===== src/rtl/core/cor_pkg.sv =====
// ----------------------------------------------------------------------------
// cor_pkg
// Shared types, codes and helpers of the circle outline rasterizer.
// ----------------------------------------------------------------------------
package cor_pkg;

  localparam int COORD_BITS_DEF = 16;
  localparam int REG_W          = 16;
  localparam int RADIUS_W       = 14;
  localparam int COLOR_W        = 16;

  // Request codes on in_req_type.
  localparam logic REQ_START   = 1'b0;
  localparam logic REQ_ADVANCE = 1'b1;

  // One run of pixels handed from the step unit to the pixel emitter.
  typedef struct packed {
    logic [REG_W-1:0]   cx;
    logic [REG_W-1:0]   cy;
    logic [REG_W-1:0]   oc;
    logic [REG_W-1:0]   orw;
    logic [COLOR_W-1:0] color;
    logic               is_adv;
    logic               done;
  } cor_run_t;

  // Maps a pixel number within a run to a symmetry slot. Slot bit 2 swaps
  // the offsets, bit 1 negates the row term and bit 0 the column term.
  // A start run uses the slots whose column offset is zero.
  function automatic logic [2:0] pix_slot(input logic is_adv, input logic [2:0] idx);
    logic [2:0] slot;
    if (is_adv) begin
      slot = idx;
    end else begin
      case (idx[1:0])
        2'd0:    slot = 3'd0;
        2'd1:    slot = 3'd2;
        2'd2:    slot = 3'd4;
        default: slot = 3'd7;
      endcase
    end
    return slot;
  endfunction

endpackage


===== src/rtl/core/cor_step.sv =====
// ----------------------------------------------------------------------------
// cor_step
// Input register and midpoint iteration: holds the circle state and turns
// each start, and each advance while a circle runs, into one run of pixels for the emitter.
// ----------------------------------------------------------------------------
module cor_step
  import cor_pkg::*;
(
  input  logic                clk,
  input  logic                rst_n,
  input  logic                in_valid,
  output logic                in_ready,
  input  logic                in_req_type,
  input  logic [REG_W-1:0]    in_center_x,
  input  logic [REG_W-1:0]    in_center_y,
  input  logic [RADIUS_W-1:0] in_radius,
  input  logic [COLOR_W-1:0]  in_pixel_color,
  output logic                run_valid,
  input  logic                run_ready,
  output cor_run_t            run
);

  logic                inq_vld_r, inq_vld_nxt;
  logic                inq_type_r;
  logic [REG_W-1:0]    inq_cx_r;
  logic [REG_W-1:0]    inq_cy_r;
  logic [RADIUS_W-1:0] inq_rad_r;
  logic [COLOR_W-1:0]  inq_color_r;

  logic [REG_W-1:0]   dec_r, dec_nxt;
  logic [REG_W-1:0]   sc_r, sc_nxt;
  logic [REG_W-1:0]   sr_r, sr_nxt;
  logic [REG_W-1:0]   oc_r, oc_nxt;
  logic [REG_W-1:0]   orw_r, orw_nxt;
  logic [REG_W-1:0]   hcx_r, hcx_nxt;
  logic [REG_W-1:0]   hcy_r, hcy_nxt;
  logic [COLOR_W-1:0] hcol_r, hcol_nxt;
  logic               active_r, active_nxt;

  logic             is_start;
  logic             live;
  logic             go;
  logic [REG_W-1:0] rad_ext;
  logic             dec_nonneg;
  logic [REG_W-1:0] sr_adv, orw_adv, dec_mid, oc_adv, sc_adv, dec_adv;
  logic             done;

  assign is_start = (inq_type_r == REQ_START);
  assign live     = is_start || active_r;
  // An advance with no circle running is consumed without a run.
  assign go       = inq_vld_r && (run_ready || !live);
  assign in_ready = !inq_vld_r || go;
  assign run_valid = inq_vld_r && live;

  assign rad_ext    = REG_W'(inq_rad_r);
  assign dec_nonneg = !dec_r[REG_W-1];
  assign sr_adv     = dec_nonneg ? sr_r + REG_W'(2) : sr_r;
  assign orw_adv    = dec_nonneg ? orw_r - REG_W'(1) : orw_r;
  assign dec_mid    = dec_nonneg ? dec_r + sr_adv : dec_r;
  assign oc_adv     = oc_r + REG_W'(1);
  assign sc_adv     = sc_r + REG_W'(2);
  assign dec_adv    = dec_mid + sc_adv;

  always_comb begin
    dec_nxt    = dec_r;
    sc_nxt     = sc_r;
    sr_nxt     = sr_r;
    oc_nxt     = oc_r;
    orw_nxt    = orw_r;
    hcx_nxt    = hcx_r;
    hcy_nxt    = hcy_r;
    hcol_nxt   = hcol_r;
    if (is_start) begin
      hcx_nxt  = inq_cx_r;
      hcy_nxt  = inq_cy_r;
      hcol_nxt = inq_color_r;
      dec_nxt  = REG_W'(1) - rad_ext;
      sc_nxt   = REG_W'(1);
      sr_nxt   = REG_W'(0) - {rad_ext[REG_W-2:0], 1'b0};
      oc_nxt   = '0;
      orw_nxt  = rad_ext;
    end else begin
      dec_nxt  = dec_adv;
      sc_nxt   = sc_adv;
      sr_nxt   = sr_adv;
      oc_nxt   = oc_adv;
      orw_nxt  = orw_adv;
    end
    done       = $signed(oc_nxt) >= $signed(orw_nxt);
    active_nxt = !done;
  end

  assign run.cx     = hcx_nxt;
  assign run.cy     = hcy_nxt;
  assign run.oc     = oc_nxt;
  assign run.orw    = orw_nxt;
  assign run.color  = hcol_nxt;
  assign run.is_adv = !is_start;
  assign run.done   = done;

  always_comb begin
    inq_vld_nxt = inq_vld_r;
    if (in_valid && in_ready) begin
      inq_vld_nxt = 1'b1;
    end else if (go) begin
      inq_vld_nxt = 1'b0;
    end
  end

  always_ff @(posedge clk) begin
    if (!rst_n) begin
      inq_vld_r <= 1'b0;
    end else begin
      inq_vld_r <= inq_vld_nxt;
    end
  end

  always_ff @(posedge clk) begin
    if (in_valid && in_ready) begin
      inq_type_r  <= in_req_type;
      inq_cx_r    <= in_center_x;
      inq_cy_r    <= in_center_y;
      inq_rad_r   <= in_radius;
      inq_color_r <= in_pixel_color;
    end
  end

  always_ff @(posedge clk) begin
    if (!rst_n) begin
      dec_r    <= '0;
      sc_r     <= '0;
      sr_r     <= '0;
      oc_r     <= '0;
      orw_r    <= '0;
      hcx_r    <= '0;
      hcy_r    <= '0;
      hcol_r   <= '0;
      active_r <= 1'b0;
    end else if (go && live) begin
      dec_r    <= dec_nxt;
      sc_r     <= sc_nxt;
      sr_r     <= sr_nxt;
      oc_r     <= oc_nxt;
      orw_r    <= orw_nxt;
      hcx_r    <= hcx_nxt;
      hcy_r    <= hcy_nxt;
      hcol_r   <= hcol_nxt;
      active_r <= active_nxt;
    end
  end

`ifndef SYNTHESIS
  a_idle_adv_no_run: assert property (@(posedge clk) disable iff (!rst_n)
    inq_vld_r && !is_start && !active_r |-> !run_valid && go)
    else $error("advance without a circle produced a run");

  a_zero_radius_idle: assert property (@(posedge clk) disable iff (!rst_n)
    go && is_start && inq_rad_r == '0 |=> !active_r)
    else $error("zero radius circle left the block active");

  a_start_col_zero: assert property (@(posedge clk) disable iff (!rst_n)
    run_valid && is_start |-> run.oc == '0)
    else $error("start run has a nonzero column offset");
`endif

endmodule


===== src/rtl/core/cor_emit.sv =====
// ----------------------------------------------------------------------------
// cor_emit
// Pixel emitter: holds one run and sends its pixels one per cycle while
// out_ready is high, four for a start and eight for an advance.
// ----------------------------------------------------------------------------
module cor_emit
  import cor_pkg::*;
#(
  parameter int COORD_BITS = COORD_BITS_DEF
) (
  input  logic               clk,
  input  logic               rst_n,
  input  logic               run_valid,
  output logic               run_ready,
  input  cor_run_t           run,
  output logic               out_valid,
  input  logic               out_ready,
  output logic [REG_W-1:0]   out_pixel_x,
  output logic [REG_W-1:0]   out_pixel_y,
  output logic [COLOR_W-1:0] out_color,
  output logic               out_last_of_run,
  output logic               out_circle_done
);

  localparam logic [REG_W-1:0] CoordMask =
    (COORD_BITS >= REG_W) ? {REG_W{1'b1}} : REG_W'((64'd1 << COORD_BITS) - 64'd1);

  cor_run_t   run_r;
  logic       vld_r, vld_nxt;
  logic [2:0] idx_r, idx_nxt;

  logic             last;
  logic             pop;
  logic [2:0]       slot;
  logic [REG_W-1:0] dx, dy, sx, sy;

  assign last      = run_r.is_adv ? (idx_r == 3'd7) : (idx_r == 3'd3);
  assign pop       = vld_r && out_ready;
  assign run_ready = !vld_r || (pop && last);

  always_comb begin
    vld_nxt = vld_r;
    idx_nxt = idx_r;
    if (run_valid && run_ready) begin
      vld_nxt = 1'b1;
      idx_nxt = '0;
    end else if (pop) begin
      if (last) begin
        vld_nxt = 1'b0;
      end
      idx_nxt = idx_r + 3'd1;
    end
  end

  always_ff @(posedge clk) begin
    if (!rst_n) begin
      vld_r <= 1'b0;
      idx_r <= '0;
    end else begin
      vld_r <= vld_nxt;
      idx_r <= idx_nxt;
    end
  end

  always_ff @(posedge clk) begin
    if (run_valid && run_ready) begin
      run_r <= run;
    end
  end

  assign slot = pix_slot(run_r.is_adv, idx_r);
  assign dx   = slot[2] ? run_r.orw : run_r.oc;
  assign dy   = slot[2] ? run_r.oc : run_r.orw;
  assign sx   = slot[0] ? run_r.cx - dx : run_r.cx + dx;
  assign sy   = slot[1] ? run_r.cy - dy : run_r.cy + dy;

  assign out_valid       = vld_r;
  assign out_pixel_x     = sx & CoordMask;
  assign out_pixel_y     = sy & CoordMask;
  assign out_color       = run_r.color;
  assign out_last_of_run = last;
  assign out_circle_done = last && run_r.done;

`ifndef SYNTHESIS
  a_done_on_last: assert property (@(posedge clk) disable iff (!rst_n)
    out_valid && out_circle_done |-> out_last_of_run)
    else $error("circle done flagged on a pixel that is not last");

  a_start_short: assert property (@(posedge clk) disable iff (!rst_n)
    vld_r && !run_r.is_adv |-> !idx_r[2])
    else $error("start run ran past four pixels");

  a_stall_holds: assert property (@(posedge clk) disable iff (!rst_n)
    vld_r && !out_ready |=> vld_r && $stable(idx_r))
    else $error("pixel index moved during a stall");

  a_drain: assert property (@(posedge clk) disable iff (!rst_n)
    pop && last && !run_valid |=> !vld_r)
    else $error("emitter stayed busy after its last pixel");
`endif

endmodule


===== src/rtl/core/circle_outline_rasterizer.sv =====
// ----------------------------------------------------------------------------
// circle_outline_rasterizer
// Midpoint circle outline generator with a one pixel per cycle output while out_ready is high.
// ----------------------------------------------------------------------------
// A start request latches center, radius and color and yields the four axis
// pixels; each advance request runs one midpoint iteration and yields the
// eight symmetric pixels, diagonal pixels included twice. The pixel port
// sends one pixel per cycle while out_ready is high: four per start and
// eight per advance. The iteration is combinational in the step unit and
// registered on hand-off; the next request enters the input register
// while the current run is still being emitted. The last pixel of each
// run carries last_of_run, and circle_done once the column offset reaches
// the row offset. An advance with no circle in progress produces no pixels.
module circle_outline_rasterizer
  import cor_pkg::*;
#(
  parameter int COORD_BITS = COORD_BITS_DEF
) (
  input  logic                clk,
  input  logic                rst_n,
  input  logic                in_valid,
  output logic                in_ready,
  input  logic                in_req_type,
  input  logic [REG_W-1:0]    in_center_x,
  input  logic [REG_W-1:0]    in_center_y,
  input  logic [RADIUS_W-1:0] in_radius,
  input  logic [COLOR_W-1:0]  in_pixel_color,
  output logic                out_valid,
  input  logic                out_ready,
  output logic [REG_W-1:0]    out_pixel_x,
  output logic [REG_W-1:0]    out_pixel_y,
  output logic [COLOR_W-1:0]  out_color,
  output logic                out_last_of_run,
  output logic                out_circle_done
);

  logic     run_valid;
  logic     run_ready;
  cor_run_t run;

  cor_step u_step (
    .clk            (clk),
    .rst_n          (rst_n),
    .in_valid       (in_valid),
    .in_ready       (in_ready),
    .in_req_type    (in_req_type),
    .in_center_x    (in_center_x),
    .in_center_y    (in_center_y),
    .in_radius      (in_radius),
    .in_pixel_color (in_pixel_color),
    .run_valid      (run_valid),
    .run_ready      (run_ready),
    .run            (run)
  );

  cor_emit #(
    .COORD_BITS (COORD_BITS)
  ) u_emit (
    .clk             (clk),
    .rst_n           (rst_n),
    .run_valid       (run_valid),
    .run_ready       (run_ready),
    .run             (run),
    .out_valid       (out_valid),
    .out_ready       (out_ready),
    .out_pixel_x     (out_pixel_x),
    .out_pixel_y     (out_pixel_y),
    .out_color       (out_color),
    .out_last_of_run (out_last_of_run),
    .out_circle_done (out_circle_done)
  );

endmodule

===== config.mk =====
export PLATFORM = sky130hd
export DESIGN_NAME = circle_outline_rasterizer
export DESIGN_NICKNAME = d
export VERILOG_FILES = /design/src/rtl/core/cor_pkg.sv /design/src/rtl/core/cor_step.sv /design/src/rtl/core/cor_emit.sv /design/src/rtl/core/circle_outline_rasterizer.sv
export SDC_FILE = /design/constraint.sdc
export NUM_CORES = 1
export LEC_CHECK = 0
export BUFFER_PORTS_ARGS = -buffer_cell sky130_fd_sc_hd__clkbuf_2
export CAP_MARGIN = 20
export CORE_ASPECT_RATIO = 0.8
export CORE_UTILIZATION = 62
export DETAILED_ROUTE_END_ITERATION = 8
export PLACE_DENSITY = 0.81
export SETUP_SLACK_MARGIN = 0.1
export SYNTH_ARGS = -nofsm -noshare
export SYNTH_HDL_FRONTEND = slang
export SYNTH_HIERARCHICAL = 1
export SYNTH_SLANG_ARGS = --single-unit

===== constraint.sdc =====
create_clock -name clk -period 6.6 [get_ports clk]
set_clock_uncertainty 0.15 [all_clocks]
set_input_delay 0.99 -clock clk [delete_from_list [all_inputs] [get_ports clk]]
set_output_delay 0.99 -clock clk [all_outputs]
set_load 0.01 [all_outputs]

==> results of run 1 <==
==> cell type report <==
class	instances	area, um^2	share of cell area (%)
inverters	56	210	1.14
repair buffers	131	703	3.83
clock buffers	40	808	4.40
flip-flops and latches	278	7020	38.2
well taps	357	447	2.43
multi-input cells	1348	9030	49.2
clock inverters	13	159	0.865
==> metal layers <==
layer  track usage (%)  vias to the layer above
met5                 0                        -
met4              10.5                        0
met3              4.10                       95
met2              46.7                      453
met1              39.6                     6419
li1                  -                     6450
==> stage by stage <==
stage | std cells | hold slack, ps | instance area [um^2]
floorplan | 1784 | 290 | 16700
global placement | 2169 | 297 | 17400
detailed placement | 2169 | 307 | 17400
CTS | 2222 | 315 | 18400
global route | 2223 | 342 | 18400
finish | 2223 | 316 | 18400
==> cells in the mapped netlist (14+ instances only) <==
| library cell | instances | area (um^2) |
|---|---|---|
| a21boi_0 | 87 | 653 |
| a21o_1 | 22 | 165 |
| a21oi_1 | 111 | 556 |
| buf_1 | 14 | 52.6 |
| buf_4 | 19 | 143 |
| clkbuf_1 | 60 | 225 |
| dfxtp_1 | 133 | 2660 |
| edfxtp_1 | 145 | 4350 |
| ha_1 | 85 | 1060 |
| inv_1 | 56 | 210 |
| mux2_2 | 54 | 608 |
| mux2i_1 | 26 | 260 |
| nand2_1 | 275 | 1030 |
| nand2b_1 | 15 | 93.8 |
| nand3_1 | 38 | 190 |
| nand4_1 | 18 | 113 |
| nor2_1 | 100 | 375 |
| nor2b_1 | 29 | 181 |
| nor3_1 | 41 | 205 |
| o211ai_1 | 18 | 135 |
| o21a_1 | 14 | 105 |
| o21ai_0 | 88 | 440 |
| or3_1 | 18 | 113 |
| xnor2_1 | 87 | 762 |
| xor2_1 | 60 | 526 |
==> worst reg2reg max path: cells and delay by family, from the launching register on <==
| family | cells | cell delay [ps] |
|---|---|---|
| and+or+nand+nor | 10 | 1840 |
| buffers and inverters | 1 | 350 |
| adders and majority gates | 2 | 700 |
| AOI/OAI and AO/OA | 4 | 960 |
| xor gates and xnor gates | 1 | 240 |
| DFF | 1 | 730 |
==> cells by family (layout without fill, tap and decap cells) <==
family | Yosys count | in the layout | share of synthesized area [%]
compound gates | 426 | 426 | 16.6
fa+ha+maj | 89 | 89 | 6.85
simple gates | 603 | 603 | 17.3
buf+inv | 158 | 240 | 4.12
mux | 81 | 81 | 5.29
other cells | 1 | 1 | 0.0225
xor+xnor | 148 | 148 | 7.81
flops | 278 | 278 | 42.0
==> power breakdown <==
group	internal, W	switching, W
Sequential	0.00190	0.0000602
Clock	0.000978	0.000695
Combinational	0.000304	0.000447
==> worst max path at each step <==
stage	start	end	cells past startpoint
6_report	u_emit/idx_r[0]$_SDFFE_PP0P_	out_pixel_y[15]	17
5_1_grt	u_emit/idx_r[0]$_SDFFE_PP0P_	out_pixel_y[15]	17
4_1_cts	u_emit/idx_r[0]$_SDFFE_PP0P_	out_pixel_y[15]	17
3_5_place_dp	u_emit/idx_r[0]$_SDFFE_PP0P_	out_pixel_y[15]	17
3_3_place_gp	u_emit/idx_r[0]$_SDFFE_PP0P_	out_pixel_y[15]	17
2_1_floorplan	u_emit/run_r[1]$_DFFE_PP_	u_emit/idx_r[1]$_SDFFE_PP0P_	7
==> placed cells by master, fill, tap and decap left out, types with 8 or more instances in the layout <==
cell type and instances:
o211a_1 12, o21a_1 14, a21boi_0 87, nor2b_1 28, a21oi_1 110, o211ai_1 18, clkbuf_2 117, and3_1 9
and2_1 9, mux2i_1 26, inv_1 56, edfxtp_1 145, o21ai_0 88, nand3_1 37, a21o_1 22, clkbuf_1 8
dfxtp_1 133, a31oi_1 8, xor2_1 60, nor2_1 100, nand2_1 275, mux2_2 54, ha_1 85, clkbuf_16 30
a211oi_1 11, or3_1 18, nand4_1 18, nand2b_1 15, xnor2_1 87, nor3_1 41, buf_4 13
==> results.md, run 1 <==
- Unrepaired setup endpoints after global routing: no
- Lkg Pwr: ~7.2 nW
- ANT cells: 0
- P&R area growth vs syn: 10.0%
- Worst hold path startpoint: u_step/hcx_r[0]$_SDFFE_PN0P_
- TNS Setup: 0 ps
- Dpl hpwl: around 28 mm
- Final core occ: between 60% and 70%
- Share of layout cells above drive strength 1: 14.1%
- Fillers: a little over 2k
- Clock-pin slew on the worst setup and hold paths: 60 ps
- EDFF count, synth: 145
- First-pass DRT Iterations: 6
- Final WS setup: 812 ps
- Tcrit/Tclk final: between 80 and 90%
- RR Startpoint: u_step/dec_r[15]$_SDFFE_PN0P_
- CTS Hold Bufs: 0
- Vias per cell: just over 6
- GP Congestion: approximately 0.93
- Pre-CTS setup slack: between 1000 and 1500 ps
- Num CTS Buffers: 29
- TritonCTS clock tree: built
- Critical Path Start Type: flop
- Clock sinks: roughly 280
- Worst r2r path cells: 18
- Yosys cell types: between 80 and 90
- Row Count: 53
- Syn_nets: around 1.9k
- CP Capture Type: output port
- Crit-path slowest cell: or2_4
- Max incr delay on CP: approximately 460 ps
- Hold depth: 2
- FF-to-FF End: u_step/dec_r[15]$_SDFFE_PN0P_
- Die ar.: ~28000 um^2
- Starting Density: ~63%
- Max_slew headroom: ~38%
- Critical Path Fanout Max: 38
- Clock Tree Buf Depth: 3
- Highest Signal Layer: met4
- First DRT Iteration DRCs: 1258
- DRC: 0
- YS warnings: 6
- Skew-Pair Late Insertion Delay: approximately 550 ps
- Fin. Hold Viols: 0
- Met3 wire length: between 2 and 3 mm
- Total wire length: approximately 41 mm
- Async set or reset register ratio after synthesis: 0%
- Setup Crit Path Kind: flop to output port
- #FFs+latches synth: roughly 280
- Postcts setup bufs: 0
- Pwr Total: 0.00438 W
- Top reg by flops: u_emit/run_r
- Buf/Inv on CP: 2
- CP Data Required Time: between 5000 and 6000 ps
- Core area: ~26000 um^2
- Avg Cell Area, Syn: roughly 9.4 um^2
- Power Density: around 240 nW/um^2
- Final Setup Violations: 0
- Routed vias: between 10k and 15k
- Synth Cell Area: between 15000 and 20000 um^2
- Max-cap violations: 0
- Hold WC Path Type: flop to flop
- Largest net degree at the start of global routing: between 80 and 90
- VDD IR max: approximately 180 uV
- Die Span X: 186 um
- Cell mode on critical path: nand2_1
- Fin crit period: between 5000 and 6000 ps
- Max-slew violations: 0
- Initial antenna violation count: 1
- Critical path's top delay family: compound AO/OA/AOI/OAI gates
- Worst-Margin Slew: between 900 and 1000 ps
- Max FFs per register: 66
- Register area share after synthesis: between 40% and 50%
- Root buffer cell: clkbuf_16
- Met2 wire length: roughly 18 mm
- Number of global-route vias before repair: 12.6k
- Wl on met1: ~18 mm
- Hold EP: u_step/hcx_r[0]$_SDFFE_PN0P_
- Status: finished, final reports clean
- Fmax: between 0.15 and 0.2 GHz
- Final antenna-violating net count: 0
- Nets: ~2k
- Ports: roughly 120
- Die Ht: around 150 um
- H-tree depth: 1
- First-pass GRT wire length: between 60 and 70 mm
- Mean routed wirelength per cell: 18.2 um
- Port Buffers: ~120
- Ys flop type: edfxtp_1
- FF-to-FF setup slack: around 1600 ps
- # resized after CTS: 0
- Critical-path cell list: inv_1, ha_1, nor3_4, or2_4, nand2_1, nand2_1, nand2_1, xnor2_1, ha_1, nor2b_1, o31a_1, o41ai_1, o211ai_1, a21oi_1, o21ai_0, xnor2_1, clkbuf_2
- Total gr overflow: 0
- Crit path DAT: 4650 ps
- Gate Count Post-Synth: around 1.8k
- Gr usage total: 28.9%
(Power assumes the default switching activity.)
==> run 2: changes to the inputs <==
Settings changed: CELL_PAD_IN_SITES_DETAIL_PLACEMENT set to 1, CELL_PAD_IN_SITES_GLOBAL_PLACEMENT set to 1, CORE_UTILIZATION 62 to 48, PLACE_DENSITY 0.81 to 0.8.
==> results.md, run 2 (synthesis results as in run 1) <==
- Lkg Pwr: 7.19 nW (+0.28%)
- TNS Setup: 0 ps (unchanged)
- First-pass DRT Iterations: 5 (-1)
- Commonest non-fill, non-tap cell in the layout: nand2_1
- Root buffer cell: clkbuf_16
- Gr usage total: 26.5% (-2.4 points)
- Routed vias: 13.5k (+0.40%)
- Max-cap violations: 0 (unchanged)
- Nets: 2001 (+0.050%)
- Postcts setup bufs: 0 (unchanged)
- Mean routed wirelength per cell: 20.2 um (+11%)
- P&R area growth vs syn: 11.0%
- Total gr overflow: 0 (unchanged)
- CP Capture Type: output port
- Worst r2r path cells: 17 (-1)
- Status: finished, final reports clean
- First DRT Iteration DRCs: 844 (-33%)
- Starting Density: 49.2% (-14 points)
- TritonCTS clock tree: built
- Total wire length: 47.1 mm (+16%)
- Clock sinks: 278 (unchanged)
- Fin crit period: 5830 ps (+39.4 ps)
- Setup Crit Path Kind: flop to output port
- Fillers: 3889 (+92%)
- Final core occ: 54.7% (-15 points)
- GP Congestion: 0.872 (-5.9%)
- Pre-CTS setup slack: 1390 ps (-37.5 ps)
- Highest Signal Layer: met4
- CTS Hold Bufs: 0 (unchanged)
- Fmax: 0.172 GHz (-0.68%)
- Worst-Margin Slew: 944 ps (+11.9 ps)
- First-pass GRT wire length: 74.9 mm (+17%)
- Hold depth: 2 (unchanged)
- Share of layout cells above drive strength 1: 14.3% (+0.24 points)
- Max-slew violations: 0 (unchanged)
- Row Count: 60 (+13%)
- Clock Tree Buf Depth: 3 (unchanged)
- Crit path DAT: 4690 ps (+40 ps)
- Max FFs per register: 66 (unchanged)
- Hold WC Path Type: flop to flop
- Initial antenna violation count: 0 (-1)
- VDD IR max: 188 uV (+5.7%)
- Critical Path Start Type: flop
- Die Ht: 169 um (+13%)
- Commonest non-fill, non-tap cells in the layout: 275 x nand2_1, 145 x edfxtp_1, 133 x dfxtp_1, 117 x clkbuf_2, 110 x a21oi_1
- Power Density: 239 nW/um^2 (+0.37%)
- H-tree depth: 1 (unchanged)
- Met3 wire length: 2.00 mm (-22%)
- Dpl hpwl: 32.9 mm (+18%)
- Wl on met1: 22.0 mm (+19%)
- Max_slew headroom: 37.1% (-0.80 points)
- Final Setup Violations: 0 (unchanged)
- DRC: 0 (unchanged)
- Largest net degree at the start of global routing: 90 (+4.7%)
- Met2 wire length: 22.0 mm (+21%)
- Die ar.: 35600 um^2 (+29%)
- Unrepaired setup endpoints after global routing: no
- Final instance area: 18500 um^2 (+0.91%)
- Hold EP: u_step/hcy_r[15]$_SDFFE_PN0P_
- CP Data Required Time: 5460 ps (about the same)
- Num CTS Buffers: 30 (+3.4%)
- Final WS setup: 773 ps (-39.4 ps)
- Number of global-route vias before repair: 13.8k (+9.3%)
- FF-to-FF End: u_step/dec_r[15]$_SDFFE_PN0P_
- Worst hold path startpoint: u_step/hcy_r[15]$_SDFFE_PN0P_
- Final antenna-violating net count: 0 (unchanged)
- Top reg by flops: u_emit/run_r
- Fin. Hold Viols: 0 (unchanged)
- Core area: 33900 um^2 (+29%)
- Clock-pin slew on the worst setup and hold paths: 60 ps (about the same)
- FF-to-FF setup slack: 1490 ps (-70 ps)
- Critical Path Fanout Max: 27 (-29%)
- RR Startpoint: u_step/dec_r[15]$_SDFFE_PN0P_
- # resized after CTS: 0 (unchanged)
- Tcrit/Tclk final: 88.3% (+0.60 points)
- Skew-Pair Late Insertion Delay: 570 ps (+20 ps)
- Port Buffers: 118 (unchanged)
- Vias per cell: 5.77 (-4.4%)
- Post-DP Area: 17500 um^2 (+0.78%)
- Ports: 119 (unchanged)
- Die Span X: 211 um (+14%)
==> run 2: how the worst max path moves through the flow <==
stage | endpoint | from | cells past startpoint | slack (ps)
global placement | out_pixel_y[15] | u_emit/run_r[1]$_DFFE_PP_ | 15 | 1430
floorplan | u_emit/idx_r[1]$_SDFFE_PP0P_ | u_emit/run_r[1]$_DFFE_PP_ | 7 | 600
finish | out_pixel_y[13] | u_emit/idx_r[0]$_SDFFE_PP0P_ | 16 | 770
CTS | out_pixel_y[13] | u_emit/idx_r[0]$_SDFFE_PP0P_ | 17 | 720
detailed placement | out_pixel_y[15] | u_emit/idx_r[0]$_SDFFE_PP0P_ | 17 | 1390
global route | out_pixel_y[15] | u_emit/idx_r[1]$_SDFFE_PP0P_ | 16 | 420
==> run 2: final cells by class <==
class,count,area (um^2),share of cell area [%]
tap,465,582,3.14
timing repair buffer,131,703,3.79
antenna,1,2.50,0.0135
inverter,56,210,1.13
clock inverter,18,175,0.945
clock buffer,38,822,4.43
sequential,278,7020,37.8
multi-input combinational,1348,9030,48.7
==> run 2: worst max-delay path: stages (launching register included) <==
cell and delay, ps:
dfxtp_1 400, ha_1 310, nor3_4 90, nor2_4 590
nand2_1 130, nand2_1 110, nand2_1 70, xnor2_1 330
ha_1 310, nor2b_1 150, o31a_1 280, o41ai_1 400
o211ai_1 180, a21oi_1 310, a21oi_1 150, xor2_1 180
clkbuf_2 160
==> run 2: per-layer routing <==
metal  GRT usage [%]  vias to the layer above
li1                -                     6455
met1            36.7                     6653
met2            43.7                      290
met3            3.27                       72
met4            7.09                        0
met5               0                        -
==> run 2: metrics by stage <==
step	total power (W)	std cells	hold slack [ps]
final	0.00444	2335	311
after global routing	0.00461	2334	337
after CTS	0.00447	2333	317
after detailed placement	0.00275	2277	306
after global placement	0.00272	2277	297
after floorplan	0.00251	1784	290
==> run 2: power by group <==
group          switching, W  internal, W
logic              0.000463     0.000305
clock network      0.000713     0.000997
registers         0.0000639      0.00190
total               0.00124      0.00320
